## config.mk

```make
export PLATFORM = sky130hd
export DESIGN_NAME = multi_slot_task_watchdog_flat
export DESIGN_NICKNAME = d
export VERILOG_FILES = /design/src/rtl/mstw_pkg.sv /design/src/rtl/mstw_if.sv /design/src/rtl/mstw_front.sv /design/src/rtl/mstw_back.sv /design/src/rtl/multi_slot_task_watchdog.sv /design/src/flat_wrapper.sv
export SDC_FILE = /design/constraint.sdc
export NUM_CORES = 2
export LEC_CHECK = 0
export BUFFER_PORTS_ARGS = -buffer_cell sky130_fd_sc_hd__buf_4
export CAP_MARGIN = 20
export CORE_ASPECT_RATIO = 1.75
export CORE_MARGIN = 2
export CORE_UTILIZATION = 40
export CTS_CLUSTER_SIZE = 40
export DETAILED_ROUTE_END_ITERATION = 10
export PLACE_DENSITY_LB_ADDON = 0.12
export SLEW_MARGIN = 25
export SYNTH_ARGS = -nofsm -noshare
export SYNTH_HDL_FRONTEND = slang
export SYNTH_SLANG_ARGS = --single-unit
```

## constraint.sdc

```tcl
create_clock -name clk -period 14.06 [get_ports clk]
set_input_delay 2.812 -clock clk [delete_from_list [all_inputs] [get_ports clk]]
set_output_delay 2.812 -clock clk [all_outputs]
set_load 0.01 [all_outputs]
```

## src/rtl/mstw_pkg.sv

```systemverilog
`timescale 1ns / 1ps

package mstw_pkg;

  // field widths
  localparam int SLOT_W    = 4;
  localparam int REG_W     = 31;
  localparam int TIME_W    = 32;
  localparam int EV_SLOT_W = 4;
  localparam int CFG_IDX_W = 2;

  localparam int DEF_NUM_SLOTS = 16;

  // config registers
  localparam logic [CFG_IDX_W-1:0] CFG_DEFAULT_TIMEOUT = 2'd0;
  localparam logic [CFG_IDX_W-1:0] CFG_STALL_THRESHOLD = 2'd1;
  localparam logic [REG_W-1:0]     MIN_REG_MS          = 31'd1000;
  localparam logic [REG_W-1:0]     DEF_TIMEOUT_RST     = 31'd30000;
  localparam logic [REG_W-1:0]     STALL_THR_RST       = 31'd10000;

  // request codes
  localparam logic [1:0] OP_WATCH    = 2'd0;
  localparam logic [1:0] OP_UNWATCH  = 2'd1;
  localparam logic [1:0] OP_PROGRESS = 2'd2;
  localparam logic [1:0] OP_CHECK    = 2'd3;

  // event codes
  localparam logic EV_STALL   = 1'b0;
  localparam logic EV_TIMEOUT = 1'b1;

  // front-to-back queue
  localparam int QDEPTH = 2;
  localparam int QPTR_W = (QDEPTH > 1) ? $clog2(QDEPTH) : 1;
  localparam int QCNT_W = $clog2(QDEPTH + 1);

  typedef struct packed {
    logic [1:0]        op;
    logic [SLOT_W-1:0] slot;
    logic [REG_W-1:0]  tmo;   // already resolved against the default
    logic [TIME_W-1:0] now;
  } q_entry_t;

endpackage

```

## src/rtl/mstw_if.sv

```systemverilog
`timescale 1ns / 1ps

interface mstw_req_if import mstw_pkg::*; ();
  logic              valid;
  logic              ready;
  logic [1:0]        req_type;
  logic [SLOT_W-1:0] slot;
  logic [REG_W-1:0]  timeout_ms;
  logic [TIME_W-1:0] now_ms;

  modport source (output valid, req_type, slot, timeout_ms, now_ms, input ready);
  modport sink   (input valid, req_type, slot, timeout_ms, now_ms, output ready);
endinterface

interface mstw_evt_if import mstw_pkg::*; ();
  logic                 valid;
  logic                 ready;
  logic                 event_kind;
  logic [EV_SLOT_W-1:0] event_slot;
  logic [TIME_W-1:0]    duration_ms;
  logic                 last;

  modport source (output valid, event_kind, event_slot, duration_ms, last, input ready);
  modport sink   (input valid, event_kind, event_slot, duration_ms, last, output ready);
endinterface

```

## src/rtl/mstw_front.sv

```systemverilog
`timescale 1ns / 1ps

module mstw_front import mstw_pkg::*; #(
  parameter int NUM_SLOTS = DEF_NUM_SLOTS
) (
  input  logic                 clk,
  input  logic                 rst,
  input  logic                 cfg_we,
  input  logic [CFG_IDX_W-1:0] cfg_idx,
  input  logic [REG_W-1:0]     cfg_data,
  mstw_req_if.sink             req,
  output logic                 q_valid,
  input  logic                 q_ready,
  output q_entry_t             q_entry,
  output logic [REG_W-1:0]     stall_threshold
);

  logic [REG_W-1:0]  default_timeout;
  logic [REG_W-1:0]  cfg_val;
  q_entry_t          q_mem [QDEPTH];
  q_entry_t          in_entry;
  logic [QPTR_W-1:0] wr_ptr;
  logic [QPTR_W-1:0] rd_ptr;
  logic [QCNT_W-1:0] count;
  logic              in_fire;
  logic              keep;
  logic              push;
  logic              pop;

  // values below the floor are raised to it
  assign cfg_val = (cfg_data < MIN_REG_MS) ? MIN_REG_MS : cfg_data;

  always_ff @(posedge clk) begin
    if (rst) begin
      default_timeout <= DEF_TIMEOUT_RST;
      stall_threshold <= STALL_THR_RST;
    end else if (cfg_we) begin
      if (cfg_idx == CFG_DEFAULT_TIMEOUT) begin
        default_timeout <= cfg_val;
      end else if (cfg_idx == CFG_STALL_THRESHOLD) begin
        stall_threshold <= cfg_val;
      end
    end
  end

  // classify: out-of-range slots are dropped here, zero timeout resolved here
  assign req.ready = (count != QCNT_W'(QDEPTH));
  assign in_fire   = req.valid && req.ready;
  assign keep      = (req.req_type == OP_CHECK) || (int'(req.slot) < NUM_SLOTS);
  assign push      = in_fire && keep;
  assign pop       = q_valid && q_ready;
  assign q_valid   = (count != '0);
  assign q_entry   = q_mem[rd_ptr];

  always_comb begin
    in_entry.op   = req.req_type;
    in_entry.slot = req.slot;
    in_entry.tmo  = (req.timeout_ms == '0) ? default_timeout : req.timeout_ms;
    in_entry.now  = req.now_ms;
  end

  always_ff @(posedge clk) begin
    if (push) begin
      q_mem[wr_ptr] <= in_entry;
    end
  end

  always_ff @(posedge clk) begin
    if (rst) begin
      wr_ptr <= '0;
      rd_ptr <= '0;
      count  <= '0;
    end else begin
      if (push) begin
        wr_ptr <= (wr_ptr == QPTR_W'(QDEPTH - 1)) ? '0 : wr_ptr + 1'b1;
      end
      if (pop) begin
        rd_ptr <= (rd_ptr == QPTR_W'(QDEPTH - 1)) ? '0 : rd_ptr + 1'b1;
      end
      case ({push, pop})
        2'b10:   count <= count + 1'b1;
        2'b01:   count <= count - 1'b1;
        default: count <= count;
      endcase
    end
  end

endmodule

```

## src/rtl/mstw_back.sv

```systemverilog
`timescale 1ns / 1ps

module mstw_back import mstw_pkg::*; #(
  parameter int NUM_SLOTS = DEF_NUM_SLOTS
) (
  input  logic             clk,
  input  logic             rst,
  input  logic             q_valid,
  output logic             q_ready,
  input  q_entry_t         q_entry,
  input  logic [REG_W-1:0] stall_threshold,
  mstw_evt_if.source       evt
);

  localparam int IDX_W = (NUM_SLOTS > 1) ? $clog2(NUM_SLOTS) : 1;
  localparam logic [IDX_W-1:0] LAST_IDX = IDX_W'(NUM_SLOTS - 1);

  localparam logic [1:0] ST_IDLE  = 2'd0;
  localparam logic [1:0] ST_P1    = 2'd1;  // stall pass, marks expiries
  localparam logic [1:0] ST_P2    = 2'd2;  // timeout pass
  localparam logic [1:0] ST_FLUSH = 2'd3;  // last held event goes out

  logic [1:0]           state;
  logic [IDX_W-1:0]     idx;
  logic [IDX_W-1:0]     idx_next;
  logic [IDX_W-1:0]     wr_slot;
  logic [TIME_W-1:0]    cur_now;

  logic [NUM_SLOTS-1:0] valid_bits;
  logic [NUM_SLOTS-1:0] stall_bits;
  logic [NUM_SLOTS-1:0] mark;

  logic [TIME_W-1:0]    start_mem [NUM_SLOTS];
  logic [TIME_W-1:0]    prog_mem  [NUM_SLOTS];
  logic [REG_W-1:0]     tmo_mem   [NUM_SLOTS];
  logic [TIME_W-1:0]    rd_start;
  logic [TIME_W-1:0]    rd_prog;
  logic [REG_W-1:0]     rd_tmo;

  logic                 pend_valid;
  logic                 pend_kind;
  logic [EV_SLOT_W-1:0] pend_slot;
  logic [TIME_W-1:0]    pend_dur;

  logic                 out_valid;
  logic                 out_kind;
  logic [EV_SLOT_W-1:0] out_slot;
  logic [TIME_W-1:0]    out_dur;
  logic                 out_last;

  logic                 q_fire;
  logic                 wr_watch;
  logic                 wr_prog;
  logic [TIME_W-1:0]    elapsed;
  logic [TIME_W-1:0]    since;
  logic                 hit_tmo;
  logic                 hit_stl;
  logic                 scanning;
  logic                 ev_gen;
  logic                 ev_kind;
  logic [TIME_W-1:0]    ev_dur;
  logic                 out_free;
  logic                 step_ok;
  logic                 ev_take;
  logic                 push_out;
  logic                 scan_end;

  assign q_ready  = (state == ST_IDLE);
  assign q_fire   = q_valid && q_ready;
  assign wr_slot  = IDX_W'(q_entry.slot);
  assign wr_watch = q_fire && (q_entry.op == OP_WATCH);
  assign wr_prog  = q_fire && (q_entry.op == OP_PROGRESS) && valid_bits[wr_slot];

  // slot evaluation on the registered read of the current index
  assign elapsed  = cur_now - rd_start;
  assign since    = cur_now - rd_prog;
  assign hit_tmo  = valid_bits[idx] && (elapsed >= {1'b0, rd_tmo});
  assign hit_stl  = valid_bits[idx] && !hit_tmo && !stall_bits[idx] &&
                    (since >= {1'b0, stall_threshold});

  assign scanning = (state == ST_P1) || (state == ST_P2);
  assign ev_gen   = ((state == ST_P1) && hit_stl) || ((state == ST_P2) && mark[idx]);
  assign ev_kind  = (state == ST_P2) ? EV_TIMEOUT : EV_STALL;
  assign ev_dur   = (state == ST_P2) ? elapsed : since;

  // one event is held back so that the final one can carry last
  assign out_free = !out_valid || evt.ready;
  assign step_ok  = !ev_gen || !pend_valid || out_free;
  assign ev_take  = scanning && ev_gen && step_ok;
  assign push_out = (ev_take && pend_valid) ||
                    ((state == ST_FLUSH) && pend_valid && out_free);
  assign scan_end = (idx == LAST_IDX);

  always_comb begin
    idx_next = idx;
    if (!scanning) begin
      idx_next = '0;
    end else if (step_ok) begin
      idx_next = scan_end ? '0 : idx + 1'b1;
    end
  end

  // slot store: one write address, one registered read at the next index
  always_ff @(posedge clk) begin
    if (wr_watch) begin
      start_mem[wr_slot] <= q_entry.now;
      tmo_mem[wr_slot]   <= q_entry.tmo;
    end
    if (wr_watch || wr_prog) begin
      prog_mem[wr_slot] <= q_entry.now;
    end
    rd_start <= start_mem[idx_next];
    rd_prog  <= prog_mem[idx_next];
    rd_tmo   <= tmo_mem[idx_next];
  end

  always_ff @(posedge clk) begin
    if (rst) begin
      state      <= ST_IDLE;
      idx        <= '0;
      valid_bits <= '0;
      mark       <= '0;
      pend_valid <= 1'b0;
      out_valid  <= 1'b0;
    end else begin
      idx <= idx_next;
      if (push_out) begin
        out_valid <= 1'b1;
      end else if (evt.ready) begin
        out_valid <= 1'b0;
      end
      case (state)
        ST_IDLE: begin
          if (q_fire) begin
            case (q_entry.op)
              OP_WATCH:   valid_bits[wr_slot] <= 1'b1;
              OP_UNWATCH: valid_bits[wr_slot] <= 1'b0;
              OP_CHECK:   state <= ST_P1;
              default:    ;
            endcase
          end
        end
        ST_P1: begin
          if (step_ok) begin
            if (hit_tmo) begin
              mark[idx] <= 1'b1;
            end
            if (ev_take) begin
              pend_valid <= 1'b1;
            end
            if (scan_end) begin
              state <= ST_P2;
            end
          end
        end
        ST_P2: begin
          if (step_ok) begin
            if (mark[idx]) begin
              mark[idx]       <= 1'b0;
              valid_bits[idx] <= 1'b0;
            end
            if (ev_take) begin
              pend_valid <= 1'b1;
            end
            if (scan_end) begin
              state <= ST_FLUSH;
            end
          end
        end
        ST_FLUSH: begin
          if (!pend_valid) begin
            state <= ST_IDLE;
          end else if (out_free) begin
            pend_valid <= 1'b0;
            state      <= ST_IDLE;
          end
        end
        default: state <= ST_IDLE;
      endcase
    end
  end

  always_ff @(posedge clk) begin
    if ((state == ST_P1) && step_ok && hit_stl) begin
      stall_bits[idx] <= 1'b1;
    end
    if (wr_watch || wr_prog) begin
      stall_bits[wr_slot] <= 1'b0;
    end
    if (q_fire && (q_entry.op == OP_CHECK)) begin
      cur_now <= q_entry.now;
    end
    if (ev_take) begin
      pend_kind <= ev_kind;
      pend_slot <= EV_SLOT_W'(idx);
      pend_dur  <= ev_dur;
    end
    if (push_out) begin
      out_kind <= pend_kind;
      out_slot <= pend_slot;
      out_dur  <= pend_dur;
      out_last <= (state == ST_FLUSH);
    end
  end

  assign evt.valid       = out_valid;
  assign evt.event_kind  = out_kind;
  assign evt.event_slot  = out_slot;
  assign evt.duration_ms = out_dur;
  assign evt.last        = out_last;

`ifndef SYNTHESIS
  a_idle_no_pend: assert property (@(posedge clk) disable iff (rst)
    (state == ST_IDLE) |-> !pend_valid)
    else $error("held event left over outside a check");

  a_idle_no_mark: assert property (@(posedge clk) disable iff (rst)
    (state == ST_IDLE) |-> (mark == '0))
    else $error("expiry mark survived the timeout pass");

  a_mark_valid: assert property (@(posedge clk) disable iff (rst)
    (mark & ~valid_bits) == '0)
    else $error("expiry mark on a free slot");

  a_p2_timeout: assert property (@(posedge clk) disable iff (rst)
    ((state == ST_P2) && ev_take) |=> (pend_kind == EV_TIMEOUT))
    else $error("timeout pass produced a stall event");
`endif

endmodule

```

## src/rtl/multi_slot_task_watchdog.sv

```systemverilog
`timescale 1ns / 1ps

// Channel   Dir  Handshake      Payload
// req       in   valid/ready    req_type, slot, timeout_ms, now_ms
// evt       out  valid/ready    event_kind, event_slot, duration_ms, last
// cfg       in   cfg_we only    cfg_idx, cfg_data
//
// Watch, unwatch and progress requests are handled in the slot engine's idle state.
// A check holds the slot engine through the accepting state, a stall pass
// over the slots, a timeout pass over the slots and a flush that releases
// the last event; the slot store has a single read port, so each pass
// visits one slot at a time.
// Events stall the scan only when the output register and the held event
// are both occupied; a two-entry queue keeps the request side open meanwhile.
// rst (synchronous) clears the valid bits and the queue and returns the
// config registers to their defaults; the slot store itself is not cleared.

module multi_slot_task_watchdog import mstw_pkg::*; #(
  parameter int NUM_SLOTS = DEF_NUM_SLOTS
) (
  input  logic                 clk,
  input  logic                 rst,
  input  logic                 cfg_we,
  input  logic [CFG_IDX_W-1:0] cfg_idx,
  input  logic [REG_W-1:0]     cfg_data,
  mstw_req_if.sink             req,
  mstw_evt_if.source           evt
);

  // front -> back queue head
  logic             q_valid;
  logic             q_ready;
  q_entry_t         q_entry;
  // stall threshold lives with the config registers in the front
  logic [REG_W-1:0] stall_threshold;

  // Front: config registers, request classification (out-of-range slots
  // dropped, zero timeout replaced by the default), two-entry queue.
  mstw_front #(
    .NUM_SLOTS (NUM_SLOTS)
  ) u_front (
    .clk             (clk),
    .rst             (rst),
    .cfg_we          (cfg_we),
    .cfg_idx         (cfg_idx),
    .cfg_data        (cfg_data),
    .req             (req),
    .q_valid         (q_valid),
    .q_ready         (q_ready),
    .q_entry         (q_entry),
    .stall_threshold (stall_threshold)
  );

  // Back: slot store, check sequencer and event output register.
  mstw_back #(
    .NUM_SLOTS (NUM_SLOTS)
  ) u_back (
    .clk             (clk),
    .rst             (rst),
    .q_valid         (q_valid),
    .q_ready         (q_ready),
    .q_entry         (q_entry),
    .stall_threshold (stall_threshold),
    .evt             (evt)
  );

endmodule
```

## src/flat_wrapper.sv

```systemverilog
// flat-port wrapper written by rule: the top's interface ports become plain ports
module multi_slot_task_watchdog_flat import mstw_pkg::*;
#(
  parameter int NUM_SLOTS = DEF_NUM_SLOTS
)
  (clk, rst, cfg_we, cfg_idx, cfg_data, req_valid, req_req_type, req_slot, req_timeout_ms, req_now_ms, req_ready, evt_valid, evt_event_kind, evt_event_slot, evt_duration_ms, evt_last, evt_ready);
  mstw_req_if req_i ();
  mstw_evt_if evt_i ();
  input  logic clk;
  input  logic rst;
  input  logic cfg_we;
  input  logic [CFG_IDX_W-1:0] cfg_idx;
  input  logic [REG_W-1:0] cfg_data;
  input wire logic [$bits(req_i.valid)-1:0] req_valid;
  input wire logic [$bits(req_i.req_type)-1:0] req_req_type;
  input wire logic [$bits(req_i.slot)-1:0] req_slot;
  input wire logic [$bits(req_i.timeout_ms)-1:0] req_timeout_ms;
  input wire logic [$bits(req_i.now_ms)-1:0] req_now_ms;
  output wire logic [$bits(req_i.ready)-1:0] req_ready;
  output wire logic [$bits(evt_i.valid)-1:0] evt_valid;
  output wire logic [$bits(evt_i.event_kind)-1:0] evt_event_kind;
  output wire logic [$bits(evt_i.event_slot)-1:0] evt_event_slot;
  output wire logic [$bits(evt_i.duration_ms)-1:0] evt_duration_ms;
  output wire logic [$bits(evt_i.last)-1:0] evt_last;
  input wire logic [$bits(evt_i.ready)-1:0] evt_ready;
  assign req_i.valid = req_valid;
  assign req_i.req_type = req_req_type;
  assign req_i.slot = req_slot;
  assign req_i.timeout_ms = req_timeout_ms;
  assign req_i.now_ms = req_now_ms;
  assign req_ready = req_i.ready;
  assign evt_valid = evt_i.valid;
  assign evt_event_kind = evt_i.event_kind;
  assign evt_event_slot = evt_i.event_slot;
  assign evt_duration_ms = evt_i.duration_ms;
  assign evt_last = evt_i.last;
  assign evt_i.ready = evt_ready;
  multi_slot_task_watchdog #(.NUM_SLOTS(NUM_SLOTS)) u_core (.clk(clk), .rst(rst), .cfg_we(cfg_we), .cfg_idx(cfg_idx), .cfg_data(cfg_data), .req(req_i), .evt(evt_i));
endmodule
```

==> PnR_summary.wiki <==
{| class="wikitable"
! Metric !! Value
|-
| Required time of the critical path || roughly 15 ns
|-
| Stage delay of the slowest cell on the critical path || 0.85 ns
|-
| Vertical die dimension || around 600 um
|-
| Number of port buffers || 146
|-
| Setup Skew || around 0.038 ns
|-
| Final number of max-transition violations || 0
|-
| Final weighted congestion in routability-driven placement || roughly 0.87
|-
| Area of the core region || slightly above 200000 um2
|-
| Total nets after synthesis || roughly 6000
|-
| Worst reg2reg endpoint || u_core.u_back.rd_start[2]
|-
| Setup violation total in the final timing report || 0
|-
| Multi-input gate area in the final layout || about 22000 um2
|-
| Cell depth of the worst min-delay path || 0
|-
| First drt pass iteration count || 6
|-
| Number of enable-type register cells in the synthesized netlist || roughly 1800
|-
| Final hold violations || 0
|-
| Number of different library cells in the post-synthesis netlist || 72
|-
| Number of warnings issued by yosys || 0
|-
| Worst path most repeated cell || sky130_fd_sc_hd__a21oi_1
|-
| Drt drc || 0
|-
| CTS Buf Count || between 150 and 200
|-
| Synthesized instance count || 5785
|-
| HPWL Detailed || approximately 150 mm
|-
| Fraction of met3 tracks used by global routing || ~2.4%
|-
| Relative slew margins || roughly 25%
|-
| Beginning of the worst hold path || u_core.u_back.pend_dur[9]
|-
| LEAKAGE || 31.1 nW
|-
| Minimum setup slack among reg-to-reg paths || around 4.3 ns
|-
| Internal Dissipation || 11.6 mW
|-
| Antenna violations before repair || 6
|-
| Flip-flop and latch area || roughly 57000 um2
|-
| Average vias per placed instance || between 6 and 7
|-
| Switching portion of total power || 33.0%
|-
| Max-cap violation count || 0
|-
| Worst-Skew Late Latency || about 0.83 ns
|-
| Minimum clock period after layout || a little under 10 ns
|-
| Filler cell count || about 18000
|-
| Hold Crit Endpoint || u_core.u_back.evt.duration_ms[9]
|-
| Total routing usage reported by global routing || around a quarter
|-
| Commonest register cell after synthesis || sky130_fd_sc_hd__edfxtp_1
|-
| Maximum buffer depth of the clock tree || 4
|-
| Most Used Layer, Global Route || met2
|-
| Clk network pwr share || between 20% and 30%
|-
| Beginning of the critical path || u_core.u_back.cur_now[0]
|-
| Category of the worst setup path capture point || flip-flop
|-
| Clock root buffer master || sky130_fd_sc_hd__clkbuf_16
|-
| Max Freq || a little over 0.1 GHz
|-
| Async S/R FF share, synth || 0%
|-
| Number of flip-flops and latches in the synthesized netlist || roughly 2000
|-
| X dimension of the die || 346 um
|-
| Met2 usage in global routing || between 40 and 50%
|-
| Hold slack final || 0.420 ns
|-
| Total die area || between 200000 and 250000 um2
|-
| Number of buffers added to fix hold violations after cts || 0
|-
| GR Util met1 || slightly above 30%
|-
| Count of instances resized after the clock tree is built || 0
|-
| Clock H-tree levels || 4
|-
| Share of cells above drive strength 1 || 13.4%
|-
| Average wire per standard cell || slightly above 30 um
|-
| Final cell count without fillers || 8608
|-
| Worst Setup Path Type || flip-flop to flip-flop
|-
| Vias after detailed routing || a little over 50000
|-
| Portion of the post-synthesis area used by sequential elements || a little over two thirds
|-
| Sum Neg Setup Slack || 0 ns
|-
| Initial Util || roughly two fifths
|-
| Buffers inserted by post-CTS timing repair || 0
|-
| Number of antenna-violating nets in the routed design || 0
|-
| Cell area power density || approximately 190 nW/um2
|-
| Reg2Reg Launch Point || u_core.u_back.cur_now[0]
|-
| Status || complete, no violations
|-
| Final cell utilization of the core || between 40% and 50%
|-
| Layout area overhead || 12.4%
|-
| Worst hold-check path type || flip-flop to flip-flop
|-
| Number of cell instances on the worst register-to-register path || 30
|-
| Data arrival time of the critical path || 10.44 ns
|-
| Category of the worst setup path launch point || flip-flop
|-
| # placed instances || approximately 8300
|-
| Remaining global-route overflow || 0
|-
| Tightest Pin Transition || 1.13 ns
|-
| Count of routing violations after the opening detailed-route iteration || roughly 5400
|-
| TritonCTS sink count || 1983
|-
| CTS clock-pin slew for the worst setup and hold paths || approximately 0.07 ns
|-
| Net count of the finished layout || approximately 6100
|-
| TritonCTS clock tree || built
|-
| IR Drop Worst-Case VDD || ~160 uV
|-
| Wire length of the first global-routing pass || around 370 mm
|-
| Syn Area/Cell || between 10 and 15 um2
|-
| Total wire length || between 200 and 300 mm
|-
| Vias in the first global route || between 50000 and 60000
|-
| Period Utilization, post-route || 69.5%
|-
| Switching power of the nets || around 5.7 mW
|-
| Critical Path Slowest Stage Cell || sky130_fd_sc_hd__buf_4
|-
| IO Pins || about 150
|-
| Combinational share of power || between 20% and 30%
|-
| Largest fanout on the critical path || between 90 and 100
|-
| Largest net degree at the start of global routing || around 150
|-
| Setup repair after global routing missed its margin || false
|-
| Portion of total power attributed to sequential cells || about 43%
|-
| Netlist area before placement || 81700 um2
|-
| Total number of placement rows || about 220
|}
[cell type report]
type	count	share of cell area [%]
inverters	152	0.621
clock buffers	241	5.44
multi-input cells	3217	24.5
clock inverters	91	1.00
flip-flops and latches	1983	62.5
repair buffers	271	2.38
diodes	1	0.00273
well taps	2652	3.61
[routing by layer]
metal	share of wire [%]	vias to the layer above
met5	0.0050	-
met4	3.5	2
met3	5.4	442
met2	51	1901
met1	40	27000
li1	-	22600
[cells by family after synthesis]
logic type,count (synthesis),share of synthesized area [%]
flops,1983,70.2
buf+inv,585,2.87
simple gates,1206,7.00
compound gates,1443,11.5
xor+xnor,63,0.676
mux,370,5.60
fa+ha+maj,135,2.09
[power by group through the flow]
stage / Combinational (mW) / Sequential, mW / Clock [mW]
2_1_floorplan: 3.13 / 7.36 / 0
3_3_place_gp: 4.83 / 7.45 / 0
3_5_place_dp: 4.85 / 7.46 / 0
4_1_cts: 4.87 / 7.33 / 5.12
5_1_grt: 5.28 / 7.35 / 5.33
6_report: 4.89 / 7.33 / 5.03
[cell usage in the layout (no fill, tap or decap), types with 14 or more instances in the layout]
cell and count:
sky130_fd_sc_hd__nor4_1 108, sky130_fd_sc_hd__xor2_1 19, sky130_fd_sc_hd__dfxtp_1 217, sky130_fd_sc_hd__a211oi_1 399
sky130_fd_sc_hd__mux4_2 55, sky130_fd_sc_hd__a21oi_1 251, sky130_fd_sc_hd__a31oi_1 32, sky130_fd_sc_hd__o21bai_1 16
sky130_fd_sc_hd__clkinv_2 36, sky130_fd_sc_hd__or3_1 14, sky130_fd_sc_hd__a21o_1 61, sky130_fd_sc_hd__clkbuf_1 42
sky130_fd_sc_hd__inv_1 151, sky130_fd_sc_hd__o2111ai_1 60, sky130_fd_sc_hd__nor2b_1 17, sky130_fd_sc_hd__clkbuf_16 186
sky130_fd_sc_hd__mux2i_1 164, sky130_fd_sc_hd__nand2_1 316, sky130_fd_sc_hd__nand4_1 14, sky130_fd_sc_hd__nor2_1 134
sky130_fd_sc_hd__nand3_1 485, sky130_fd_sc_hd__nor3_1 15, sky130_fd_sc_hd__nand2b_1 17, sky130_fd_sc_hd__mux2_2 138
sky130_fd_sc_hd__xnor2_1 44, sky130_fd_sc_hd__bufinv_16 18, sky130_fd_sc_hd__nor2_4 38, sky130_fd_sc_hd__ha_1 132
sky130_fd_sc_hd__clkinv_1 26, sky130_fd_sc_hd__edfxtp_1 1765, sky130_fd_sc_hd__o21ai_0 449, sky130_fd_sc_hd__buf_4 260
sky130_fd_sc_hd__a221o_1 99
[state kept, by name, indices dropped and copies added (netlist names), 16 cells and up, named ones only]
| name | count |
|---|---|
| u_core.u_front.stall_threshold | 31 |
| u_core.u_back.rd_tmo | 31 |
| u_core.u_back.evt.duration_ms | 32 |
| u_core.u_back.pend_dur | 32 |
| u_core.u_front.default_timeout | 31 |
| u_core.u_back.tmo_mem | 496 |
| u_core.u_back.stall_bits | 16 |
| u_core.u_back.rd_start | 32 |
| u_core.u_back.rd_prog | 32 |
| u_core.u_back.start_mem | 512 |
| u_core.u_front.q_mem | 138 |
| u_core.u_back.cur_now | 32 |
| u_core.u_back.prog_mem | 512 |
[synth_stat cells (5+ instances only)]
cell	instances	area, um2
sky130_fd_sc_hd__a211o_1	13	114
sky130_fd_sc_hd__a211oi_1	399	3000
sky130_fd_sc_hd__a21o_1	61	458
sky130_fd_sc_hd__a21oi_1	251	1260
sky130_fd_sc_hd__a221o_1	99	991
sky130_fd_sc_hd__a31oi_1	32	200
sky130_fd_sc_hd__and2_1	6	37.5
sky130_fd_sc_hd__and3_1	13	81.3
sky130_fd_sc_hd__buf_1	34	128
sky130_fd_sc_hd__buf_2	55	275
sky130_fd_sc_hd__buf_4	13	97.6
sky130_fd_sc_hd__clkbuf_1	327	1230
sky130_fd_sc_hd__dfxtp_1	218	4360
sky130_fd_sc_hd__edfxtp_1	1765	53000
sky130_fd_sc_hd__ha_1	133	1660
sky130_fd_sc_hd__inv_1	151	567
sky130_fd_sc_hd__mux2_1	10	113
sky130_fd_sc_hd__mux2_2	139	1570
sky130_fd_sc_hd__mux2i_1	166	1660
sky130_fd_sc_hd__mux4_2	55	1240
sky130_fd_sc_hd__nand2_1	318	1190
sky130_fd_sc_hd__nand2b_1	17	106
sky130_fd_sc_hd__nand3_1	486	2430
sky130_fd_sc_hd__nand3b_1	6	45.0
sky130_fd_sc_hd__nand4_1	14	87.6
sky130_fd_sc_hd__nor2_1	172	646
sky130_fd_sc_hd__nor2b_1	18	113
sky130_fd_sc_hd__nor3_1	17	85.1
sky130_fd_sc_hd__nor4_1	110	688
sky130_fd_sc_hd__o2111ai_1	60	526
sky130_fd_sc_hd__o211ai_1	10	75.1
sky130_fd_sc_hd__o21a_1	11	82.6
sky130_fd_sc_hd__o21ai_0	450	2250
sky130_fd_sc_hd__o21ai_1	5	25.0
sky130_fd_sc_hd__o21bai_1	16	120
sky130_fd_sc_hd__o31a_1	5	43.8
sky130_fd_sc_hd__or3_1	15	93.8
sky130_fd_sc_hd__xnor2_1	44	385
sky130_fd_sc_hd__xor2_1	19	166
[worst max path at each step]
stage / end / slack [ns] / cells after the start
floorplan: u_core.u_back.evt.duration_ms[0] / 7.05 / 26
global placement: u_core.u_back.rd_start[2] / 4.30 / 30
detailed placement: u_core.u_back.rd_start[2] / 4.34 / 30
CTS: u_core.u_back.rd_start[2] / 4.26 / 30
global route: u_core.u_back.rd_start[2] / 3.62 / 30
finish: u_core.u_back.rd_start[2] / 4.29 / 30
[through the flow]
stage | power (mW) | area [um2] | setup slack [ns]
finish | 17.3 | 91800 | 4.29
floorplan | 10.5 | 81700 | 7.05
detailed placement | 12.3 | 85900 | 4.34
CTS | 17.3 | 91800 | 4.26
global placement | 12.3 | 85800 | 4.30
global route | 18.0 | 91800 | 3.62
[worst max-delay path, delay by kind of cell, from the launching register on]
family                   cells  cell delay [ns]
adder cells (fa/ha/maj)      3             0.87
AO/OA/AOI/OAI               15             3.70
buffers and inverters        4             1.80
flip-flops                   1             0.36
AND/OR/NAND/NOR              7             2.49
XOR/XNOR                     1             0.21
Note: power is estimated with default switching activity, not from simulation.
